--- config.mk ---
export PLATFORM = sky130hd
export DESIGN_NAME = tcpsr_cfg_flat
export DESIGN_NICKNAME = d
export VERILOG_FILES = /design/src/rtl/tcpsr_pkg.sv /design/src/rtl/tcpsr_ifs.sv /design/src/rtl/tcpsr_cfg.sv /design/src/flat_wrapper.sv
export SDC_FILE = /design/constraint.sdc
export NUM_CORES = 1
export LEC_CHECK = 0
export ABC_CLOCK_PERIOD_IN_PS = 1000
export BUFFER_PORTS_ARGS = -buffer_cell sky130_fd_sc_hd__buf_2
export CORE_MARGIN = 1.5
export CORE_UTILIZATION = 33
export DETAILED_ROUTE_END_ITERATION = 7
export HOLD_SLACK_MARGIN = 0.03
export PLACE_DENSITY_LB_ADDON = 0.05
export SYNTH_ARGS = -nofsm -noshare
export SYNTH_HDL_FRONTEND = slang
export SYNTH_SLANG_ARGS = --single-unit
--- constraint.sdc ---
create_clock -name clk -period 1 [get_ports clk]
set_clock_uncertainty 0.15 [all_clocks]
set_input_delay 0.15 -clock clk [delete_from_list [all_inputs] [get_ports clk]]
set_output_delay 0.15 -clock clk [all_outputs]
set_load 0.01 [all_outputs]
--- src/rtl/tcpsr_pkg.sv ---
`timescale 1ns / 1ps
// Shared types, codes and helpers for the text cell and pixel scanline renderer.
// No dependencies; imported by tcpsr_cfg, tcpsr_stores, tcpsr_emit and the top level.
package tcpsr_pkg;

  // Request type codes
  localparam logic [2:0] REQ_PALETTE = 3'd0;
  localparam logic [2:0] REQ_GLYPH   = 3'd1;
  localparam logic [2:0] REQ_CELL    = 3'd2;
  localparam logic [2:0] REQ_PAIR    = 3'd3;
  localparam logic [2:0] REQ_LOWRES  = 3'd4;

  // Configuration register indexes
  localparam logic [1:0] CFG_DOUBLE_WIDTH     = 2'd0;
  localparam logic [1:0] CFG_COLOR_SEL        = 2'd1;
  localparam logic [1:0] CFG_TRANSPARENT_MASK = 2'd2;

  // Configuration reset values
  localparam logic       RST_DOUBLE_WIDTH     = 1'b1;
  localparam logic       RST_COLOR_SEL        = 1'b0;
  localparam logic [7:0] RST_TRANSPARENT_MASK = 8'h40;

  // Palette geometry
  localparam int PAL_DEPTH = 256;
  localparam int PAL_AW    = 8;

  // Default glyph height in rows
  localparam int GLYPH_ROWS_DEF = 8;

  // Attribute fields
  localparam int ATTR_INVERSE_BIT = 7;

  typedef struct packed {
    logic       double_width;
    logic       color_sel;
    logic [7:0] transparent_mask;
  } cfg_t;

  // Store access for one request, built from the input register
  typedef struct packed {
    logic              pal_we;
    logic              glyph_we;
    logic              rd_en;
    logic [PAL_AW-1:0] pal_waddr;
    logic [7:0]        wdata;
    logic [PAL_AW-1:0] pal_addr_a;
    logic [PAL_AW-1:0] pal_addr_b;
  } st_cmd_t;

  // What the word emitter needs to know about a request it takes on
  typedef struct packed {
    logic       load;
    logic [2:0] kind;
    logic       dbl;
  } emit_cmd_t;

  // RGB888 to RRRGGGBB
  function automatic logic [7:0] rgb332(input logic [23:0] rgb);
    rgb332 = {rgb[23:21], rgb[15:13], rgb[7:6]};
  endfunction

  // Repeat a byte into all four lanes of a word
  function automatic logic [31:0] rep4(input logic [7:0] c);
    rep4 = {c, c, c, c};
  endfunction

endpackage

--- src/rtl/tcpsr_ifs.sv ---


interface tcpsr_cfg_if;
  logic       valid;
  logic       ready;
  logic [1:0] index;
  logic [7:0] wdata;

  modport source (output valid, index, wdata, input ready);
  modport sink (input valid, index, wdata, output ready);
endinterface

--- src/rtl/tcpsr_cfg.sv ---
`timescale 1ns / 1ps
// Configuration register file: double width, color select, transparent mask.
// Depends on tcpsr_pkg and tcpsr_cfg_if.
module tcpsr_cfg
  import tcpsr_pkg::*;
(
  input  logic        clk,
  input  logic        rst,
  tcpsr_cfg_if.sink   cfg,
  output cfg_t        regs
);

  // Writes are always taken
  assign cfg.ready = 1'b1;

  always_ff @(posedge clk) begin
    if (rst) begin
      regs.double_width     <= RST_DOUBLE_WIDTH;
      regs.color_sel        <= RST_COLOR_SEL;
      regs.transparent_mask <= RST_TRANSPARENT_MASK;
    end else if (cfg.valid) begin
      case (cfg.index)
        CFG_DOUBLE_WIDTH:     regs.double_width     <= cfg.wdata[0];
        CFG_COLOR_SEL:        regs.color_sel        <= cfg.wdata[0];
        CFG_TRANSPARENT_MASK: regs.transparent_mask <= cfg.wdata;
        default: ;
      endcase
    end
  end

endmodule

--- src/flat_wrapper.sv ---
// flat-port wrapper written by rule: the top's interface ports become plain ports
module tcpsr_cfg_flat import tcpsr_pkg::*;
  (clk, rst, regs, cfg_valid, cfg_index, cfg_wdata, cfg_ready);
  tcpsr_cfg_if cfg_i ();
  input  logic clk;
  input  logic rst;
  output cfg_t regs;
  input wire logic [$bits(cfg_i.valid)-1:0] cfg_valid;
  input wire logic [$bits(cfg_i.index)-1:0] cfg_index;
  input wire logic [$bits(cfg_i.wdata)-1:0] cfg_wdata;
  output wire logic [$bits(cfg_i.ready)-1:0] cfg_ready;
  assign cfg_i.valid = cfg_valid;
  assign cfg_i.index = cfg_index;
  assign cfg_i.wdata = cfg_wdata;
  assign cfg_ready = cfg_i.ready;
  tcpsr_cfg u_core (.clk(clk), .rst(rst), .cfg(cfg_i), .regs(regs));
endmodule
======== Yosys cells after proc, flatten, opt, wreduce, memory -nomap -nowiden ========
Index checks and enable logic that the tools add are counted.
storage, ports and cells
  register bits after elaboration ......... 10
  bits in latches ......................... 0
  memory bits (writable) .................. 0
  bits in read-only memories .............. 0
  output and inout port bits .............. 11
  word-level logic and storage cells ...... 9
  memories ................................ 0
operators by class
  $add $sub $neg .......................... 0
  multiply operators ...................... 0
  divide/modulo/power cells ............... 0
  $lt $le $gt $ge ......................... 0
  equality and inequality tests ........... 2
  shift-type cells ........................ 0
  mux-type cells .......................... 0
  bitwise operators ....................... 0
  reduce and logical (&&, ||, !) cells .... 4
operators with widths
  cell                                                              number
  2-bit AND reduction                                               3
  2-bit by 1-bit == test with 1-bit output (second input constant)  1
  2-bit == test (second input constant)                             1
  2-bit zero test                                                   1

======== Depth between registers and ports, before layout ========
Gate-level depths: netlist of the first run.
  depth in word-level cells ............... 2
  gate-level depth with buffers ........... 4
  depth with buffers taken out ............ 2

======== Worst setup path after synthesis of the first run ========
OpenSTA, ideal clock, no wires.
  path kind ............................... input port to flip-flop
  from .................................... input rst
  to ...................................... register u_core.regs[0] (netlist name)
  setup time .............................. 72 ps
  data arrival time ....................... 656 ps
  setup slack ............................. 122 ps
  cell stages on the path ................. 4
  buffers on the path ..................... 2
  path through ............................ buf_2 > buf_2 > nand2b_1 > mux2i_1
RTL lines
  item         RTL line           RTL
  from (decl)  flat_wrapper.sv:6  input logic rst;

======== Final worst setup path of the first run ========
  from .................................... register u_core.regs[5] (netlist name)
  to ...................................... output regs[5] (netlist bit)
RTL lines
  item       RTL line           RTL
  to (decl)  flat_wrapper.sv:7  output cfg_t regs;
No word-level cell between the ends.

==> run metrics, run 1 <==
Yosys top cell area share 43.0%; H-tree depth 1; Post-Layout Cell Count 95; final-report setup violation count 6; row count 13; failing checks negative setup slack; DRC 0; final setup margin -0.00876 ns; worst skew pair latency 0.26 ns; Layout Nets 94; met3 WL post-DR 67 um; Syn-to-layout area delta 68.0%; commonest cells after routing, fill and taps aside 15 x nand2b_1, 12 x buf_2, 10 x mux2i_1, 10 x buf_6, 10 x dfxtp_2; Die Height 40.6 um; Slew Limit Fails 0; Leak Pwr 0.343 nW; initial antenna violation count 0; Hold WS 0.0208 ns; crit path cell chain buf_6; mean post-synth cell area 9.90 um^2; max reg flops 10; Mapped Nets 60; Antenna Cells 0; metal2 WL 420 um; Fin. Hold Viols 0; leading cell type in the layout, fill and taps excluded nand2b_1; Syn Std Cell Area 465 um^2; buffer depth of the longest clock path 2; Clock transition at path regs 0.07 ns; Critical R2R Capture u_core.regs[0]$_SDFFE_PP0P_; Setup crit end regs[5]; clk sinks 10; GRT Residual Overflow 0; critical path class register to output port; Synth area leaders dfxtp_1 43%, mux2i_1 22%, nand2b_1 20%; CP required 0.70 ns; Placer Congestion 0.534; Wirelength per Cell 9.32 um; drt total wl 885 um; die area 0.00164 mm^2; Fillers 126; largest net degree at the start of global routing 20; Hold WC Path Type input port to register; FF+latch count, synth 10; Port Buf Inserts 22; Critical Path AT 0.71 ns; R2R cell count 3; top sig layer met3; top flop regs u_core.regs: 10 flops; number of buffers and inverters on the critical path 1; RSZ-0062 raised after global routing yes; number of synthesis warnings 0; total power 0.935 mW; die width 40.6 um; number of global-route vias before repair 376; slowest cell on the critical path dfxtp_2; area leader, netlist dfxtp_1; Peak VDD IR 0.686 mV; Biggest register u_core.regs; pre-CTS WS -0.0816 ns; status complete, but fails checks; min Tclk post-route 1.01 ns; Worst setup SP type register; sequential-to-total area share from yosys stat 43.0%; Detail Placement HPWL 614 um; cell family with the largest share of critical-path delay flip-flops; Pre-antenna DRT Iters 2; number of max-cap violations 0; Max Fclk 991 MHz; Mapped Cells 47; root buffer cell clkbuf_4; DRT antenna net count 0; Tcrit/Tclk final 101%; core area 0.00130 mm^2; synth unique cells 11; RR Startpoint u_core.regs[0]$_SDFFE_PP0P_; io pins 24; Num CTS Buffers 3; vias per inst 4.37; Iter 0 DRT Violations 3; DP Cell Count 82; pwr dens 1200 mW/mm^2; CTS tree built; Crit Path Max Fanout 2; flop-to-flop setup slack 0.18 ns; CP endpoint kind output port; first-pass GRT wire length 1.38 mm; worst stage delay on the critical path 0.33 ns; setup_tns -0.0293 ns; routed vias 415; GRT Util Overall 13.5%; CP startpoint u_core.regs[5]$_SDFFE_PP0P_; initial core utilization 35.8%; Post-Route M1 WL 397 um; share of cells above drive strength 1 50.0%; WP depth 1
[tightest hold or removal path: cells and delay by family]
kind / cells / cell delay (ns)
AND/OR/NAND/NOR: 1 / 0.05
buffers and inverters: 1 / 0.09
multiplexers: 1 / 0.11
[routing by layer]
layer | GRT usage (%) | up-vias
met4 | 7.50 | 0
met2 | 22.2 | 17
li1 | - | 214
met3 | 6.67 | 0
met5 | 0 | -
met1 | 13.8 | 184
[cell type report]
class / instances / area, um^2 / share of cell area (%)
Clock buffer: 4 / 36.3 / 4.64
Multi-Input combinational cell: 33 / 239 / 30.6
Sequential cell: 10 / 213 / 27.2
Tap cell: 15 / 18.8 / 2.40
Timing Repair Buffer: 33 / 275 / 35.2
[stage by stage]
stage / area (um^2) / utilization, %
2_1_floorplan: 465 / -
3_3_place_gp: 581 / 44.6
3_5_place_dp: 581 / 44.6
4_1_cts: 779 / 59.9
5_1_grt: 782 / 60.1
6_report: 782 / 60.1
[worst min-delay path by stage]
stage                       from                           to  slack, ns  depth (start not counted)
floorplan           cfg_wdata[1]  u_core.regs[1]$_SDFFE_PP0P_       0.15                          2
global placement    cfg_wdata[6]  u_core.regs[6]$_SDFFE_PP1P_       0.26                          3
detailed placement  cfg_wdata[6]  u_core.regs[6]$_SDFFE_PP1P_       0.27                          3
CTS                 cfg_index[1]  u_core.regs[9]$_SDFFE_PP1P_       0.02                          3
global route        cfg_index[1]  u_core.regs[9]$_SDFFE_PP1P_       0.04                          3
finish              cfg_index[1]  u_core.regs[9]$_SDFFE_PP1P_       0.02                          3
[synth_stat cells]
master,n
dfxtp_1,10
nor3b_1,1
and3b_1,1
buf_6,1
buf_2,2
mux2i_1,10
buf_4,1
nor2_1,4
nand3b_1,1
nand2b_1,15
conb_1,1
[repair_timing]
item                                    4_1_cts  5_1_grt
setup buffers                                 1        0
pin swaps                                     0        1
cloned                                        0        0
resized for setup                            20        1
endpoints found under the setup margin       10       11
endpoints found under the hold margin         9        0
hold buffers                                  8        0
[cell families after synthesis]
family | synth area share, %
AND/OR/NAND/NOR | 28.5
other | 0.806
flip-flops | 43.0
buffers and inverters | 6.18
multiplexers | 21.5
[report_power, final]
group | internal [mW] | total [mW] | switching [mW]
Clock | 0.221 | 0.365 | 0.144
Sequential | 0.415 | 0.424 | 0.00937
Combinational | 0.0947 | 0.146 | 0.0510
Total | 0.731 | 0.935 | 0.204
No activity file was read; power rests on OpenSTA's default activity.
==> run 2, diff against run 1 <==
REMOVE_ABC_BUFFERS = 1   (was unset)
==> run metrics, run 2 (synthesis gave the netlist of run 1 again) <==
Iter 0 DRT Violations 1 (-2); final-report setup violation count 6 (unchanged); die area 0.00164 mm^2 (unchanged); dpl cell area 593 um^2 (+2.2%); worst skew pair latency 0.26 ns (about the same); Power Internal 0.733 mW (+0.35%); DRC 0 (unchanged); die width 40.6 um (unchanged); share of cells above drive strength 1 50.0% (unchanged); Num CTS Buffers 3 (unchanged); switch share 22.1% (+0.25 points); number of max-cap violations 0 (unchanged); hold worst-path end u_core.regs[9]$_SDFFE_PP1P_; largest net degree at the start of global routing 20 (unchanged); Peak VDD IR 0.825 mV (+20%); CP required 0.70 ns (about the same); Biggest register u_core.regs; GRT Util Overall 14.2% (+0.72 points); buffer depth of the longest clock path 2 (unchanged); NetSw 0.208 mW (+1.9%); commonest cells after routing, fill and taps aside 15 x nand2b_1, 10 x mux2i_1, 10 x buf_2, 10 x buf_6, 10 x dfxtp_2; number of global-route vias before repair 346 (-8.0%); Leak Pwr 0.338 nW (-1.5%); Pre-antenna DRT Iters 2 (unchanged); flop-to-flop setup slack 0.18 ns (about the same); Slew Limit Fails 0 (unchanged); drt total wl 926 um (+4.6%); Final Cell Area 787 um^2 (+0.64%); DRT antenna net count 0 (unchanged); setup_tns -0.0302 ns (-0.000883 ns); Max Fclk 993 MHz (+0.19%); pwr dens 1200 mW/mm^2 (about the same); clk sinks 10 (unchanged); Tcrit/Tclk final 101% (-0.19 points); CP endpoint kind output port; initial core utilization 35.8% (unchanged); Hold WS 0.0249 ns (+0.00407 ns); initial antenna violation count 0 (unchanged); Antenna Cells 0 (unchanged); GRT Residual Overflow 0 (unchanged); Placer Congestion 0.564 (+5.6%); max reg flops 10 (unchanged); worst hold start cfg_index[1]; worst stage delay on the critical path 0.33 ns (about the same); Fillers 113 (-10%); slowest cell on the critical path dfxtp_2; cell family with the largest share of critical-path delay flip-flops; Detail Placement HPWL 586 um (-4.6%); CTS tree built; RR Startpoint u_core.regs[1]$_SDFFE_PP0P_; Worst setup SP type register; vias per inst 4.35 (-0.31%); min Tclk post-route 1.01 ns (-0.00188 ns); DP Cell Count 82 (unchanged); Reg power frac 45.1% (-0.3 points); failing checks negative setup slack; number of buffers and inverters on the critical path 1 (unchanged); Syn-to-layout area delta 69.1%; top flop regs u_core.regs: 10 flops; pre-CTS WS -0.0511 ns (+0.0306 ns); first-pass GRT wire length 1.44 mm (+4.5%); clock share of power 38.9% (about the same); critical path class register to output port; combinational power share 15.9% (+0.3 points); io pins 24 (unchanged); routed vias 405 (-2.4%); core area 0.00130 mm^2 (unchanged); Crit Path Max Fanout 2 (unchanged); Post-Layout Cell Count 93 (-2.1%); Cells on Worst Hold Path 3 (unchanged); Critical R2R Capture u_core.regs[1]$_SDFFE_PP0P_; Clock transition at path regs 0.07 ns (about the same); RSZ-0062 raised after global routing yes; crit path cell chain buf_6; Wirelength per Cell 9.96 um (+6.9%); Port Buf Inserts 22 (unchanged); total power 0.941 mW (+0.68%); WP depth 1 (unchanged); leading cell type in the layout, fill and taps excluded nand2b_1; Finished Core Util 60.5% (+0.38 points); Critical Path AT 0.71 ns (about the same); Die Height 40.6 um (unchanged); root buffer cell clkbuf_4; Layout Nets 92 (-2.1%); R2R cell count 3 (unchanged); Fin. Hold Viols 0 (unchanged); status complete, but fails checks; final setup margin -0.00688 ns (+0.00188 ns); row count 13 (unchanged); Hold WC Path Type input port to register; H-tree depth 1 (unchanged)
[run 2: cell type report]
type                            count  area [um^2]  share of cell area, %
Clock buffer                        4         36.3                   4.61
Sequential cell                    10          213                   27.0
Tap cell                           15         18.8                   2.38
Timing Repair Buffer               31          278                   35.3
Multi-Input combinational cell     33          241                   30.7
[run 2: power groups by stage]
stage                     logic, mW  registers (mW)  clock network [mW]
final                         0.150           0.425               0.367
after detailed placement      0.111           0.427                   0
after floorplan              0.0436           0.435                   0
after global placement        0.111           0.428                   0
after CTS                     0.150           0.425               0.386
after global routing          0.165           0.426               0.413
[run 2: timing repair]
action	in CTS	in global routing
hold buffers	8	0
resized for setup	20	2
buffers inserted	0	1
setup endpoints to repair	10	12
endpoints found under the hold margin	10	0
pin swaps	0	1
[run 2: worst register-to-register path, stage by stage, from the launching register on]
cell and delay [ns]:
dfxtp_2 0.32, buf_4 0.12, nand2b_1 0.06, mux2i_1 0.06
[run 2: how the worst max path moves through the flow]
stage                                     start                           to  slack (ns)
detailed placement                 cfg_index[0]  u_core.regs[2]$_SDFFE_PP0P_       -0.05
CTS                 u_core.regs[3]$_SDFFE_PP0P_                      regs[3]       -0.02
global placement                   cfg_index[0]  u_core.regs[6]$_SDFFE_PP1P_       -0.06
global route        u_core.regs[7]$_SDFFE_PP0P_                      regs[7]       -0.05
finish              u_core.regs[2]$_SDFFE_PP0P_                      regs[2]      -0.007
floorplan                          cfg_index[0]  u_core.regs[0]$_SDFFE_PP0P_      -0.006
[run 2: routing by layer]
layer	vias to the layer above	routed length, um	GRT usage [%]
met5	-	0	0
met4	0	0	5.00
met3	0	74	8.33
met2	18	461	23.4
met1	176	390	14.9
li1	211	-	-
