--- config.mk ---
export PLATFORM = sky130hd
export DESIGN_NAME = tcpsr_emit_flat
export DESIGN_NICKNAME = d
export VERILOG_FILES = /design/src/rtl/tcpsr_pkg.sv /design/src/rtl/tcpsr_ifs.sv /design/src/rtl/tcpsr_emit.sv /design/src/flat_wrapper.sv
export SDC_FILE = /design/constraint.sdc
export NUM_CORES = 1
export LEC_CHECK = 0
export BUFFER_PORTS_ARGS = -buffer_cell sky130_fd_sc_hd__buf_4
export CORE_MARGIN = 2
export CORE_UTILIZATION = 51
export DETAILED_ROUTE_END_ITERATION = 12
export PLACE_DENSITY = 0.8
export SYNTH_ARGS = -nofsm -noshare
export SYNTH_HDL_FRONTEND = slang
export SYNTH_SLANG_ARGS = --single-unit
--- constraint.sdc ---
create_clock -name clk -period 2.08 [get_ports clk]
set_input_delay 0.312 -clock clk [delete_from_list [all_inputs] [get_ports clk]]
set_output_delay 0.312 -clock clk [all_outputs]
set_load 0.05 [all_outputs]
--- src/rtl/tcpsr_pkg.sv ---
`timescale 1ns / 1ps
// Shared types, codes and helpers for the text cell and pixel scanline renderer.
// No dependencies; imported by tcpsr_cfg, tcpsr_stores, tcpsr_emit and the top level.
package tcpsr_pkg;

  // Request type codes
  localparam logic [2:0] REQ_PALETTE = 3'd0;
  localparam logic [2:0] REQ_GLYPH   = 3'd1;
  localparam logic [2:0] REQ_CELL    = 3'd2;
  localparam logic [2:0] REQ_PAIR    = 3'd3;
  localparam logic [2:0] REQ_LOWRES  = 3'd4;

  // Configuration register indexes
  localparam logic [1:0] CFG_DOUBLE_WIDTH     = 2'd0;
  localparam logic [1:0] CFG_COLOR_SEL        = 2'd1;
  localparam logic [1:0] CFG_TRANSPARENT_MASK = 2'd2;

  // Configuration reset values
  localparam logic       RST_DOUBLE_WIDTH     = 1'b1;
  localparam logic       RST_COLOR_SEL        = 1'b0;
  localparam logic [7:0] RST_TRANSPARENT_MASK = 8'h40;

  // Palette geometry
  localparam int PAL_DEPTH = 256;
  localparam int PAL_AW    = 8;

  // Default glyph height in rows
  localparam int GLYPH_ROWS_DEF = 8;

  // Attribute fields
  localparam int ATTR_INVERSE_BIT = 7;

  typedef struct packed {
    logic       double_width;
    logic       color_sel;
    logic [7:0] transparent_mask;
  } cfg_t;

  // Store access for one request, built from the input register
  typedef struct packed {
    logic              pal_we;
    logic              glyph_we;
    logic              rd_en;
    logic [PAL_AW-1:0] pal_waddr;
    logic [7:0]        wdata;
    logic [PAL_AW-1:0] pal_addr_a;
    logic [PAL_AW-1:0] pal_addr_b;
  } st_cmd_t;

  // What the word emitter needs to know about a request it takes on
  typedef struct packed {
    logic       load;
    logic [2:0] kind;
    logic       dbl;
  } emit_cmd_t;

  // RGB888 to RRRGGGBB
  function automatic logic [7:0] rgb332(input logic [23:0] rgb);
    rgb332 = {rgb[23:21], rgb[15:13], rgb[7:6]};
  endfunction

  // Repeat a byte into all four lanes of a word
  function automatic logic [31:0] rep4(input logic [7:0] c);
    rep4 = {c, c, c, c};
  endfunction

endpackage

--- src/rtl/tcpsr_ifs.sv ---


interface tcpsr_res_if;
  logic        valid;
  logic        ready;
  logic [31:0] out_word;
  logic        last_word;

  modport source (output valid, out_word, last_word, input ready);
  modport sink (input valid, out_word, last_word, output ready);
endinterface


--- src/rtl/tcpsr_emit.sv ---
`timescale 1ns / 1ps
// Word emitter: steps through one request's words from the store read data
// and drives the output register. Depends on tcpsr_pkg and tcpsr_res_if.
module tcpsr_emit
  import tcpsr_pkg::*;
(
  input  logic        clk,
  input  logic        rst,
  input  emit_cmd_t   cmd,
  input  logic [7:0]  glyph_row,
  input  logic [7:0]  pal_a,
  input  logic [7:0]  pal_b,
  output logic        free,
  tcpsr_res_if.source res
);

  logic        busy;
  logic [2:0]  kind;
  logic        dbl;
  logic [1:0]  cnt;
  logic [1:0]  cnt_next;
  logic        is_last;
  logic        step;
  logic [31:0] word_next;
  logic [31:0] fg;
  logic [31:0] bg;
  logic [31:0] mask;
  logic [3:0]  pos;
  logic [2:0]  bit_sel;
  logic        out_valid;
  logic [31:0] out_word;
  logic        last_word;

  // Last word of the request held here
  always_comb begin
    case (kind)
      REQ_CELL: is_last = dbl ? (cnt == 2'd3) : (cnt == 2'd1);
      default:  is_last = 1'b1;
    endcase
  end

  assign step     = busy && (!out_valid || res.ready);
  assign free     = !busy || (step && is_last);
  assign cnt_next = cnt + 2'd1;

  // Build the word at index cnt
  always_comb begin
    fg   = rep4(pal_a);
    bg   = rep4(pal_b);
    mask = '0;
    pos  = '0;
    bit_sel = '0;
    for (int p = 0; p < 4; p++) begin
      pos     = {cnt, 2'b00} + 4'(p);
      bit_sel = dbl ? pos[3:1] : pos[2:0];
      mask[p*8 +: 8] = {8{glyph_row[bit_sel]}};
    end
    case (kind)
      REQ_CELL: word_next = (fg & mask) | (bg & ~mask);
      REQ_PAIR: word_next = {pal_b, pal_b, pal_a, pal_a};
      default:  word_next = rep4(pal_a);
    endcase
  end

  // Sequencing state
  always_ff @(posedge clk) begin
    if (rst) begin
      busy <= 1'b0;
      cnt  <= '0;
    end else if (cmd.load) begin
      busy <= 1'b1;
      cnt  <= '0;
    end else if (step) begin
      busy <= !is_last;
      cnt  <= cnt_next;
    end
  end

  always_ff @(posedge clk) begin
    if (cmd.load) begin
      kind <= cmd.kind;
      dbl  <= cmd.dbl;
    end
  end

  // Output register
  always_ff @(posedge clk) begin
    if (rst) begin
      out_valid <= 1'b0;
    end else if (step) begin
      out_valid <= 1'b1;
    end else if (res.ready) begin
      out_valid <= 1'b0;
    end
  end

  always_ff @(posedge clk) begin
    if (step) begin
      out_word  <= word_next;
      last_word <= is_last;
    end
  end

  assign res.valid     = out_valid;
  assign res.out_word  = out_word;
  assign res.last_word = last_word;

endmodule

--- src/flat_wrapper.sv ---
// flat-port wrapper written by rule: the top's interface ports become plain ports
module tcpsr_emit_flat import tcpsr_pkg::*;
  (clk, rst, cmd, glyph_row, pal_a, pal_b, free, res_valid, res_out_word, res_last_word, res_ready);
  tcpsr_res_if res_i ();
  input  logic clk;
  input  logic rst;
  input  emit_cmd_t cmd;
  input  logic [7:0] glyph_row;
  input  logic [7:0] pal_a;
  input  logic [7:0] pal_b;
  output logic free;
  output wire logic [$bits(res_i.valid)-1:0] res_valid;
  output wire logic [$bits(res_i.out_word)-1:0] res_out_word;
  output wire logic [$bits(res_i.last_word)-1:0] res_last_word;
  input wire logic [$bits(res_i.ready)-1:0] res_ready;
  assign res_valid = res_i.valid;
  assign res_out_word = res_i.out_word;
  assign res_last_word = res_i.last_word;
  assign res_i.ready = res_ready;
  tcpsr_emit u_core (.clk(clk), .rst(rst), .cmd(cmd), .glyph_row(glyph_row), .pal_a(pal_a), .pal_b(pal_b), .free(free), .res(res_i));
endmodule
== Word-level counts from Yosys, hierarchy flattened ==
Index checks and enable logic that the tools add are counted.
Cells by class
  order comparisons: 4
  eq/ne operators: 4
  bitwise logic cells: 4
  reductions and logical operators: 10
  $add $sub $neg: 4
  muxes and demuxes: 19
Operators with widths (number)
  bitwise AND 32 bit: 2
  one-hot mux 32 bit (2 select lines): 1
  inverter 32 bit: 1
  OR 32 bit: 1
  less-than comparator 3 x 4 -> 1 bit, second input constant: 4
  binary-select mux 1 bit (select 3 bit): 4
  two-way mux 3 bit: 4
  two-way mux 1 bit: 10
  adder 4 x 2 -> 4 bit, second input constant: 2
  == test 3 x 2 -> 1 bit, second input constant: 2
  adder 4 x 1 -> 4 bit, second input constant: 1
  nonzero test 2 bit: 2
  logical NOT 1 bit: 3
  adder 2 x 1 -> 2 bit, second input constant: 1
  == test 2 x 1 -> 1 bit, second input constant: 1
  == test 2 bit, second input constant: 1
  logical AND 1 bit: 2
  logical OR 1 bit: 2
  OR reduction 2 bit: 1
Word-level totals
  logic and storage cells: 52
  register bits after elaboration: 41
  output and inout port bits: 35

== Logic depth before layout (Yosys ltp) ==
Gate-level depths: netlist of run 1.
  depth in word-level cells: 8
  gate-level depth with buffers: 5
  depth with buffers taken out: 4

== Least setup slack after synthesis of run 1 ==
Ideal clock, no wire load.
  kind: reg2reg
  start: register u_core.dbl
  end: register u_core.busy
  library setup time: 177 ps
  period minus slack after synthesis: 2289 ps
  buffers on the path: 1
  data required time: 1903 ps
  arrival: 2112 ps
  stages on the path, launching flop included: 6
  path slack: -209 ps
  path through: edfxtp_1 > buf_4 > xnor2_1 > a21oi_1 > o21ai_0 > a21oi_1
On the way
  cells in the longest elaborated chain, start to end: 5
RTL lines
  start, declared: line tcpsr_emit.sv:19  | logic dbl;
  start signal, assigned: line tcpsr_emit.sv:82  | dbl <= cmd.dbl;
  two-way mux 1 bit: line tcpsr_emit.sv:37  | REQ_CELL: is_last = dbl ? (cnt == 2'd3) : (cnt == 2'd1);
  two-way mux 1 bit: line tcpsr_emit.sv:36  | case (kind)
  logical NOT 1 bit: line tcpsr_emit.sv:74  | busy <= !is_last;
  two-way mux 1 bit: line tcpsr_emit.sv:73  | end else if (step) begin
  two-way mux 1 bit: line tcpsr_emit.sv:70  | end else if (cmd.load) begin
  end signal, assigned: line tcpsr_emit.sv:74
  end, declared: line tcpsr_emit.sv:17  | logic busy;
Every way passes these cells. The select of a mux whose other input is x is not followed.
A chain may end at the register's enable or synchronous reset.

== Worst setup path after layout of run 1 ==
  start: register u_core.cnt[0]
  end: register u_core.out_word[10], in the netlist u_core.res.out_word[10] (data pin)
On the way
  cells in the longest elaborated chain, start to end: 8
RTL lines
  start, declared: line tcpsr_emit.sv:20  | logic [1:0] cnt;
  start signal, assigned: line tcpsr_emit.sv:75  | cnt <= cnt_next;
  adder 4 x 1 -> 4 bit (*): line tcpsr_emit.sv:54  | pos = {cnt, 2'b00} + 4'(p);
  two-way mux 3 bit (*): line tcpsr_emit.sv:55  | bit_sel = dbl ? pos[3:1] : pos[2:0];
  binary-select mux 1 bit (select 3 bit) (*): line tcpsr_emit.sv:56  | mask[p*8 +: 8] = {8{glyph_row[bit_sel]}};
  two-way mux 1 bit (not written as such) (*): line tcpsr_emit.sv:56
  inverter 32 bit: line tcpsr_emit.sv:59  | REQ_CELL: word_next = (fg & mask) | (bg & ~mask);
  bitwise AND 32 bit: line tcpsr_emit.sv:59
  OR 32 bit (*): line tcpsr_emit.sv:59
  one-hot mux 32 bit (2 select lines) (*): line tcpsr_emit.sv:58  | case (kind)
  net u_core.word_next[10]: line tcpsr_emit.sv:24  | logic [31:0] word_next;
  end signal, assigned: line tcpsr_emit.sv:99  | out_word <= word_next;
  end, declared: line tcpsr_emit.sv:31  | logic [31:0] out_word;
Mark *: on every way through the listed nets, which the timed path passes. The rest lies on a longest branch. The select of a mux whose other input is x is not followed.

==> out/metrics.cfg, run 1 <==
[global_route]
grt_pass1_vias = 1516
overflow = 0
track_usage = 0.217
grt_max_degree = 35
grt_pass1_wl_mm = 7.33
antenna_found_initial = 0

[layout]
mostFrequentLayoutCell = buf_4
postLayoutCellArea_um2 = 2820
nNetsFinal = 269
layout_common_cells = 75 x buf_4, 37 x edfxtp_1, 24 x mux2_2, 16 x nand2_1, 11 x o21ai_0
nFillCells = 303
drive_above_1_share = 0.508
n_antenna_cell = 0
areaGrowthSynthToFinish_pct = 31.7

[yosys]
synthFlopType = edfxtp_1
yosys_warnings = 0
syn-cell-area_um2 = 2140
yosys.area_share.simple = 0.163
synthArstFlopShare = 0
synth.area.top_cells = edfxtp_1 52%, mux2_2 13%, dfxtp_1 3.7%, nor4b_1 3.3%, o21ai_0 2.8%
ys_types = 34
synth_top_family_by_area = simple AND/OR/NAND/NOR gates
synth-compound-area-share = 0.113
ys_seq_elements = 41
synth_adder_area_share = 0
ys_seq_area_frac = 0.556
synth_top_area_share = 0.519
synth_top_cell_by_area = edfxtp_1
syn-num-nets = 194
synth_area_per_cell_um2 = 13.2
synthCells = 162
synth_xor_area_frac = 0.0123
synth-edff-count = 37
synthMuxAreaShare = 0.126

[drt]
routed-via-count = 1591
drt_iter0_markers = 121
drc_errors = 0
wl_per_cell_um = 16.2
routed_wl_mm = 4.66
firstDrtPassIters = 4
ant_nets = 0
routed_via_density = 5.52

[clock_tree]
cts_max_path_buffers = 2
clk_latency_ns = 0.29
cts_buffers = 5
cts_sinks = 41
htree_levels = 2
cts_hold_buf = 0
cts_tree = built
root_buffer = clkbuf_8
clkTransAtPathRegs_ns = 0.08

[floorplan]
dieArea_um2 = 4730
die_w_um = 68.8
initial_core_util = 0.531
fp-row-count = 23
die_h_um = 68.8
core-area_um2 = 4030
pin_count = 67

[worst_setup_path]
r2r_setup_slack_ns = 0.10
cp_data_required_time_ns = 2.12
cp-end-kind = register
startpoint_type = register
cp.arrival_ns = 2.02
worstPathMaxFanout = 14
critPathKind = reg2reg

[timing]
rsz0062_at_grt = false
fmaxAchievable_ghz = 0.506
slew_headroom = 0.602
tns_ns = 0
hold_violations = 0
finClkSkew_ns = 0.00506
fin_crit_sh = 0.951
worst_pin_slew_ns = 0.596
setup_viol = 0
slew_violations = 0
fin_crit_ns = 1.98

[place]
gp_congestion = 0.773
dp_hpwl_mm = 3.40
place_area_um2 = 2720
port_buffers = 66

[power_and_ir_drop]
peakVddDrop_mv = 0.536
p_leak_nw = 1.07
p_per_area_nw_per_um2 = 692

[status]
status = finished clean

[hold_path]
hp-class = in2reg

[job]
cap_violations = 0

[state kept, by name, summed over array words and instances (netlist names)]
register and cells:
u_core.res.out_word 32, u_core.kind 3, u_core.cnt 2, u_core.busy 1, u_core.dbl 1, u_core.res.last_word 1, u_core.res.valid 1
[cells by family (layout without fill, tap and decap cells)]
kind of cell           count (synthesis)  count (layout)
AND/OR/NAND/NOR                       54              54
flip-flops                            41              41
multiplexers                          24              24
buffers and inverters                 10              86
AO/OA/AOI/OAI                         30              30
XOR/XNOR                               3               3
[stage by stage]
| stage | hold slack, ns | setup WS, ns | util | cells | total power (W) |
|---|---|---|---|---|---|
| after global placement | 0.490 | 0.0522 | 0.675 | 278 | 0.00145 |
| after floorplan | 0.381 | 0.195 | - | 162 | 0.00130 |
| final | 0.189 | 0.103 | 0.700 | 288 | 0.00195 |
| after global routing | 0.179 | 0.0205 | 0.700 | 288 | 0.00204 |
| after CTS | 0.182 | 0.122 | 0.700 | 288 | 0.00197 |
| after detailed placement | 0.491 | 0.0111 | 0.675 | 278 | 0.00146 |
[critical path, cell delays in order (launching register included)]
cell      delay [ns]
dfxtp_1         0.60
and4bb_2        0.31
nor2_1          0.07
a21oi_4         0.36
mux2_2          0.39
[Yosys cell counts (2+ instances only)]
cell / n
nor2_1: 8
and4bb_2: 2
a21oi_4: 3
o21a_1: 2
dfxtp_1: 4
xnor2_1: 2
inv_1: 2
buf_4: 4
nor4b_1: 8
nor3_1: 3
mux2_2: 24
edfxtp_1: 37
and3b_1: 3
o211ai_1: 8
o21ai_0: 12
nand2_1: 16
nor2b_1: 3
a21oi_1: 2
nand2b_1: 2
o32ai_2: 3
[power by group]
| part | total [W] | switching (W) | internal (W) |
|---|---|---|---|
| combinational | 0.000470 | 0.000282 | 0.000187 |
| sequential | 0.000978 | 0.0000185 | 0.000960 |
| clock | 0.000504 | 0.000273 | 0.000231 |
[final cells by class]
cell class | instances | area, um2 | share of cell area
flip-flops and latches | 41 | 1190 | 0.423
multi-input cells | 111 | 888 | 0.315
repair buffers | 76 | 583 | 0.207
clock buffers | 5 | 68.8 | 0.0244
well taps | 50 | 62.6 | 0.0222
clock inverters | 3 | 17.5 | 0.00621
inverters | 2 | 7.51 | 0.00266
[routing by layer]
metal,vias to the layer above,part of all wire,track usage
met5,-,0,0
met4,0,0.015,0.0858
met3,8,0.059,0.0568
met2,57,0.53,0.371
met1,753,0.40,0.261
li1,773,-,-
[final timing paths]
| check | start | to | cells past startpoint |
|---|---|---|---|
| setup / recovery | u_core.cnt[0]$_SDFFE_PP0P_ | u_core.res.out_word[10]$_DFFE_PP_ | 4 |
| hold / removal | cmd[0] | u_core.dbl$_DFFE_PP_ | 1 |
| setup reg to reg | u_core.cnt[0]$_SDFFE_PP0P_ | u_core.res.out_word[10]$_DFFE_PP_ | 4 |
| hold reg to reg | u_core.busy$_SDFFE_PP0P_ | u_core.res.valid$_SDFFE_PP0P_ | 2 |
[repair_timing]
item | in CTS | in global routing
setup endpoints to repair | 3 | 1
buffers inserted | 2 | 0
gates resized for setup | 0 | 1
gates cloned | 0 | 0
pin swaps | 0 | 0
(Power assumes the default switching activity.)
==> run 2: changes to the inputs <==
--- a/config.mk
+++ b/config.mk
@@ -6,7 +6,7 @@
 export NUM_CORES = 1
 export LEC_CHECK = 0
 export BUFFER_PORTS_ARGS = -buffer_cell sky130_fd_sc_hd__buf_4
-export CORE_MARGIN = 2
+export CORE_MARGIN = 1.5
 export CORE_UTILIZATION = 51
 export DETAILED_ROUTE_END_ITERATION = 12
 export PLACE_DENSITY = 0.8
==> out/metrics.cfg, run 2 (same netlist as run 1, synthesis figures left out) <==
[worst_setup_path]
critical_path_buf_inv_count = 1
r2r_start = u_core.dbl$_DFFE_PP_
cp.arrival_ns = 1.63
startpoint = u_core.kind[0]$_DFFE_PP_
max_stage_delay_ns = 0.45
cp_slowest_cell = or3b_4
cp-end-kind = output pin
worstPathMaxFanout = 3
r2r_setup_slack_ns = 0.15
critPathTopFamily = simple AND/OR/NAND/NOR gates
startpoint_type = register
critPathKind = reg2out
cp_data_required_time_ns = 1.77
crit_chain = or3b_4 > a21oi_1 > o21ai_1 > buf_4

[layout]
nFillCells = 297
reg_top3 = u_core.res.out_word x32, u_core.kind x3, u_core.cnt x2
largest_reg_flops = 32
n_antenna_cell = 0
areaGrowthSynthToFinish_pct = 34.5
final_core_util = 0.715
stdcell_count = 289
drive_above_1_share = 0.515
mostFrequentLayoutCell = buf_4
top_register = u_core.res.out_word
nNetsFinal = 270
layout_common_cells = 76 x buf_4, 37 x edfxtp_1, 24 x mux2_2, 16 x nand2_1, 11 x o21ai_0

[floorplan]
die_h_um = 67.8
dieArea_um2 = 4600
core-area_um2 = 4030
initial_core_util = 0.531
fp-row-count = 23
pin_count = 67
die_w_um = 67.8

[drt]
drt_iter0_markers = 118
routed-via-count = 1592
wl_per_cell_um = 16.4
drc_errors = 0
ant_nets = 0
routed_wl_mm = 4.74
routed_via_density = 5.51
firstDrtPassIters = 4

[timing]
slew_violations = 0
finClkSkew_ns = 0.00549
slew_headroom = 0.624
fin_crit_sh = 0.935
setup_viol = 0
fin_crit_ns = 1.94
hold_violations = 0
rsz0062_at_grt = false
fmaxAchievable_ghz = 0.514
worst_pin_slew_ns = 0.563

[place]
gp_congestion = 0.763
port_buffers = 66
dp_hpwl_mm = 3.36
post-place-cells = 278

[hold_path]
hold_start = cmd[1]
hp-class = in2reg

[power_and_ir_drop]
peakVddDrop_mv = 0.447
clock_power_share = 0.352
combPwrFrac = 0.209
netSwitchingFraction = 0.270
sequentialPowerShare = 0.438
p_per_area_nw_per_um2 = 776
p_leak_nw = 1.10
p_int_w = 0.00163
p_sw_w = 0.000603

[clock_tree]
root_buffer = clkbuf_8
clk_latency_ns = 0.30
htree_levels = 2
cts_tree = built
cts_max_path_buffers = 2
cts_sinks = 41
clkTransAtPathRegs_ns = 0.08
cts_hold_buf = 0
cts_buffers = 5

[global_route]
grt_pass1_vias = 1538
grt_pass1_wl_mm = 7.35
overflow = 0
antenna_found_initial = 0
grt_max_degree = 35
track_usage = 0.225

[job]
cap_violations = 0

[status]
status = finished clean

[run 2: cell count changes in the layout (fill, tap and decap cells not counted), sizes merged]
cell / change
bufinv: +2
clkinvlp: -1
clkinv: -2
buf: +1
inv: +1
[run 2: cell type report]
cell class                 count  area [um2]  area share
clock buffer                   5        68.8      0.0239
clock inverter                 3        68.8      0.0239
inverter                       2        7.51     0.00261
multi-input combinational    111         888       0.308
sequential                    41        1190       0.414
tap                           50        62.6      0.0217
timing repair buffer          77         591       0.205
[run 2: per-stage QoR]
step | setup TNS [ns] | hold slack [ns] | power (W) | worst slack, ns | area, um2
5_1_grt | 0 | 0.175 | 0.00230 | 0.0424 | 2880
3_3_place_gp | 0 | 0.491 | 0.00145 | 0.0567 | 2720
2_1_floorplan | 0 | 0.381 | 0.00130 | 0.195 | 2140
6_report | 0 | 0.182 | 0.00224 | 0.136 | 2880
4_1_cts | 0 | 0.178 | 0.00224 | 0.0657 | 2880
3_5_place_dp | -0.450 | 0.491 | 0.00146 | -0.0645 | 2720
[run 2: routing by layer]
| metal | part of all wire | global-route usage |
|---|---|---|
| met1 | 0.40 | 0.256 |
| met5 | 0 | 0 |
| met2 | 0.53 | 0.413 |
| met3 | 0.050 | 0.0417 |
| met4 | 0.014 | 0.0875 |
[run 2: worst register-to-register path: cells and delay by family, from the launching register on]
| kind | cells | cell delay [ns] |
|---|---|---|
| AO/OA/AOI/OAI | 3 | 0.68 |
| buffers and inverters | 1 | 0.18 |
| flip-flops | 1 | 0.45 |
| multiplexers | 1 | 0.39 |
[run 2: final timing paths]
check                                      endpoint  cells past startpoint
hold reg to reg       u_core.res.valid$_SDFFE_PP0P_                      2
setup reg to reg  u_core.res.out_word[11]$_DFFE_PP_                      5
setup / recovery                               free                      4
hold / removal             u_core.kind[0]$_DFFE_PP_                      1
[run 2: power groups by stage]
stage | logic, W | clock network [W] | registers, W
6_report | 0.000468 | 0.000788 | 0.000979
5_1_grt | 0.000502 | 0.000815 | 0.000985
4_1_cts | 0.000470 | 0.000789 | 0.000980
3_5_place_dp | 0.000459 | 0 | 0.00100
3_3_place_gp | 0.000450 | 0 | 0.00100
2_1_floorplan | 0.000170 | 0 | 0.00113
[run 2: timing repair]
action / 4_1_cts / 5_1_grt
buffers inserted: 3 / 0
setup endpoints to repair: 8 / 8
gates resized for setup: 0 / 2
==> run 3: changes to the inputs <==
==> constraint.sdc (replaced) <==
create_clock -name clk -period 1.9 [get_ports clk]
set_input_delay 0.285 -clock clk [delete_from_list [all_inputs] [get_ports clk]]
set_output_delay 0.285 -clock clk [all_outputs]
set_load 0.05 [all_outputs]
==> out/metrics.cfg, run 3 (same netlist as run 1, synthesis figures left out) <==
[floorplan]
fp-row-count = 23
dieArea_um2 = 4600
core-area_um2 = 4030
pin_count = 67
die_h_um = 67.8
die_w_um = 67.8
initial_core_util = 0.531

[layout]
n_antenna_cell = 0
areaGrowthSynthToFinish_pct = 35.9
nNetsFinal = 276
layout_common_cells = 79 x buf_4, 37 x edfxtp_1, 24 x mux2_2, 16 x nand2_1, 10 x o21ai_0
largest_reg_flops = 32
reg_top3 = u_core.res.out_word x32, u_core.kind x3, u_core.cnt x2
seqCellArea_um2 = 1190
nFillCells = 293
multi_input_area_um2 = 896
top_register = u_core.res.out_word
postLayoutCellArea_um2 = 2910
drive_above_1_share = 0.531
mostFrequentLayoutCell = buf_4

[worst_setup_path]
r2r_setup_slack_ns = 0.05
crit_chain = buf_4 > nor3b_2 > o32ai_2 > a21oi_4 > buf_12 > mux2_2
critical_path_buf_inv_count = 2
cp-end-kind = register
critPathTopFamily = compound AO/OA/AOI/OAI gates
rr_worst_depth = 6
cp.arrival_ns = 1.89
critPathKind = reg2reg
cp_data_required_time_ns = 1.94
cp_slowest_cell = edfxtp_1
startpoint_type = register
max_stage_delay_ns = 0.39
worstPathMaxFanout = 9
cp.depth = 6

[timing]
fmaxAchievable_ghz = 0.540
slew_headroom = 0.616
setup_viol = 0
worst_pin_slew_ns = 0.575
tns_ns = 0
rsz0062_at_grt = false
slew_violations = 0
fin_crit_ns = 1.85
hold_violations = 0
finClkSkew_ns = 0.00671
fin_crit_sh = 0.974

[clock_tree]
cts_max_path_buffers = 2
cts_tree = built
cts_hold_buf = 0
clk_latency_ns = 0.30
cts_buffers = 5
htree_levels = 2
clkTransAtPathRegs_ns = 0.08
root_buffer = clkbuf_8
cts_sinks = 41

[global_route]
grt.met3_usage = 0.0367
antenna_found_initial = 0
use_met1 = 0.248
overflow = 0
track_usage = 0.210
grtUsageMet2 = 0.377
grt_pass1_wl_mm = 7.07
grt_most_used_layer = met2
grt_max_degree = 28
grt_pass1_vias = 1536

[drt]
drc_errors = 0
routed_wl_mm = 4.57
routed_via_density = 5.43
firstDrtPassIters = 4
routed-via-count = 1601
drt_iter0_markers = 84
ant_nets = 0
wl_per_cell_um = 15.5

[power_and_ir_drop]
p_leak_nw = 1.12
peakVddDrop_mv = 0.584
p_per_area_nw_per_um2 = 741

[place]
port_buffers = 66
dp_hpwl_mm = 3.32
place_area_um2 = 2770
gp_congestion = 0.772

[status]
status = finished clean

[hold_path]
holdPathStages = 1
hp-class = in2reg

[job]
cap_violations = 0

run 3: power by group:
part	switching, W	total (W)	internal (W)
logic	0.000312	0.000534	0.000222
clock network	0.000297	0.000551	0.000253
registers	0.0000189	0.00107	0.00105
total	0.000629	0.00215	0.00153
run 3: path summary, 6_finish.rpt:
| kind | start | endpoint |
|---|---|---|
| setup / recovery | u_core.dbl$_DFFE_PP_ | u_core.res.out_word[17]$_DFFE_PP_ |
| hold / removal | cmd[0] | u_core.dbl$_DFFE_PP_ |
| hold reg to reg | u_core.busy$_SDFFE_PP0P_ | u_core.res.valid$_SDFFE_PP0P_ |
| setup reg to reg | u_core.dbl$_DFFE_PP_ | u_core.res.out_word[17]$_DFFE_PP_ |
run 3: through the flow:
step	util	hold slack, ns	power, W	worst slack [ns]	instances
2_1_floorplan	-	0.354	0.00142	0.0153	162
3_3_place_gp	0.688	0.463	0.00160	-0.000182	285
3_5_place_dp	0.688	0.464	0.00161	-0.0162	285
4_1_cts	0.710	0.159	0.00215	0.00737	293
5_1_grt	0.722	0.153	0.00224	0.00290	295
6_report	0.722	0.164	0.00215	0.0494	295
run 3: cell type report:
class / count / share of cell area
clock buffer: 5 / 0.0237
clock inverter: 3 / 0.00602
inverter: 2 / 0.00258
multi-input combinational: 111 / 0.308
sequential: 41 / 0.410
tap: 50 / 0.0215
timing repair buffer: 83 / 0.228
run 3: worst register-to-register path: stages, from the launching register on:
cell and delay, ns:
edfxtp_1 0.39, buf_4 0.18, nor3b_2 0.17, o32ai_2 0.34
a21oi_4 0.11, buf_12 0.15, mux2_2 0.27
run 3: per-layer routing:
metal	wire length (um)	part of all wire
met5	0	0
met1	1870	0.41
met2	2410	0.53
met3	255	0.056
met4	34	0.0074
run 3: repair_timing:
| action | 4_1_cts | 5_1_grt |
|---|---|---|
| cloned | 0 | 0 |
| pin swaps | 1 | 2 |
| buffers inserted | 0 | 2 |
| hold endpoints to repair | 0 | 0 |
| resized for setup | 2 | 3 |
| endpoints found under the setup margin | 10 | 17 |
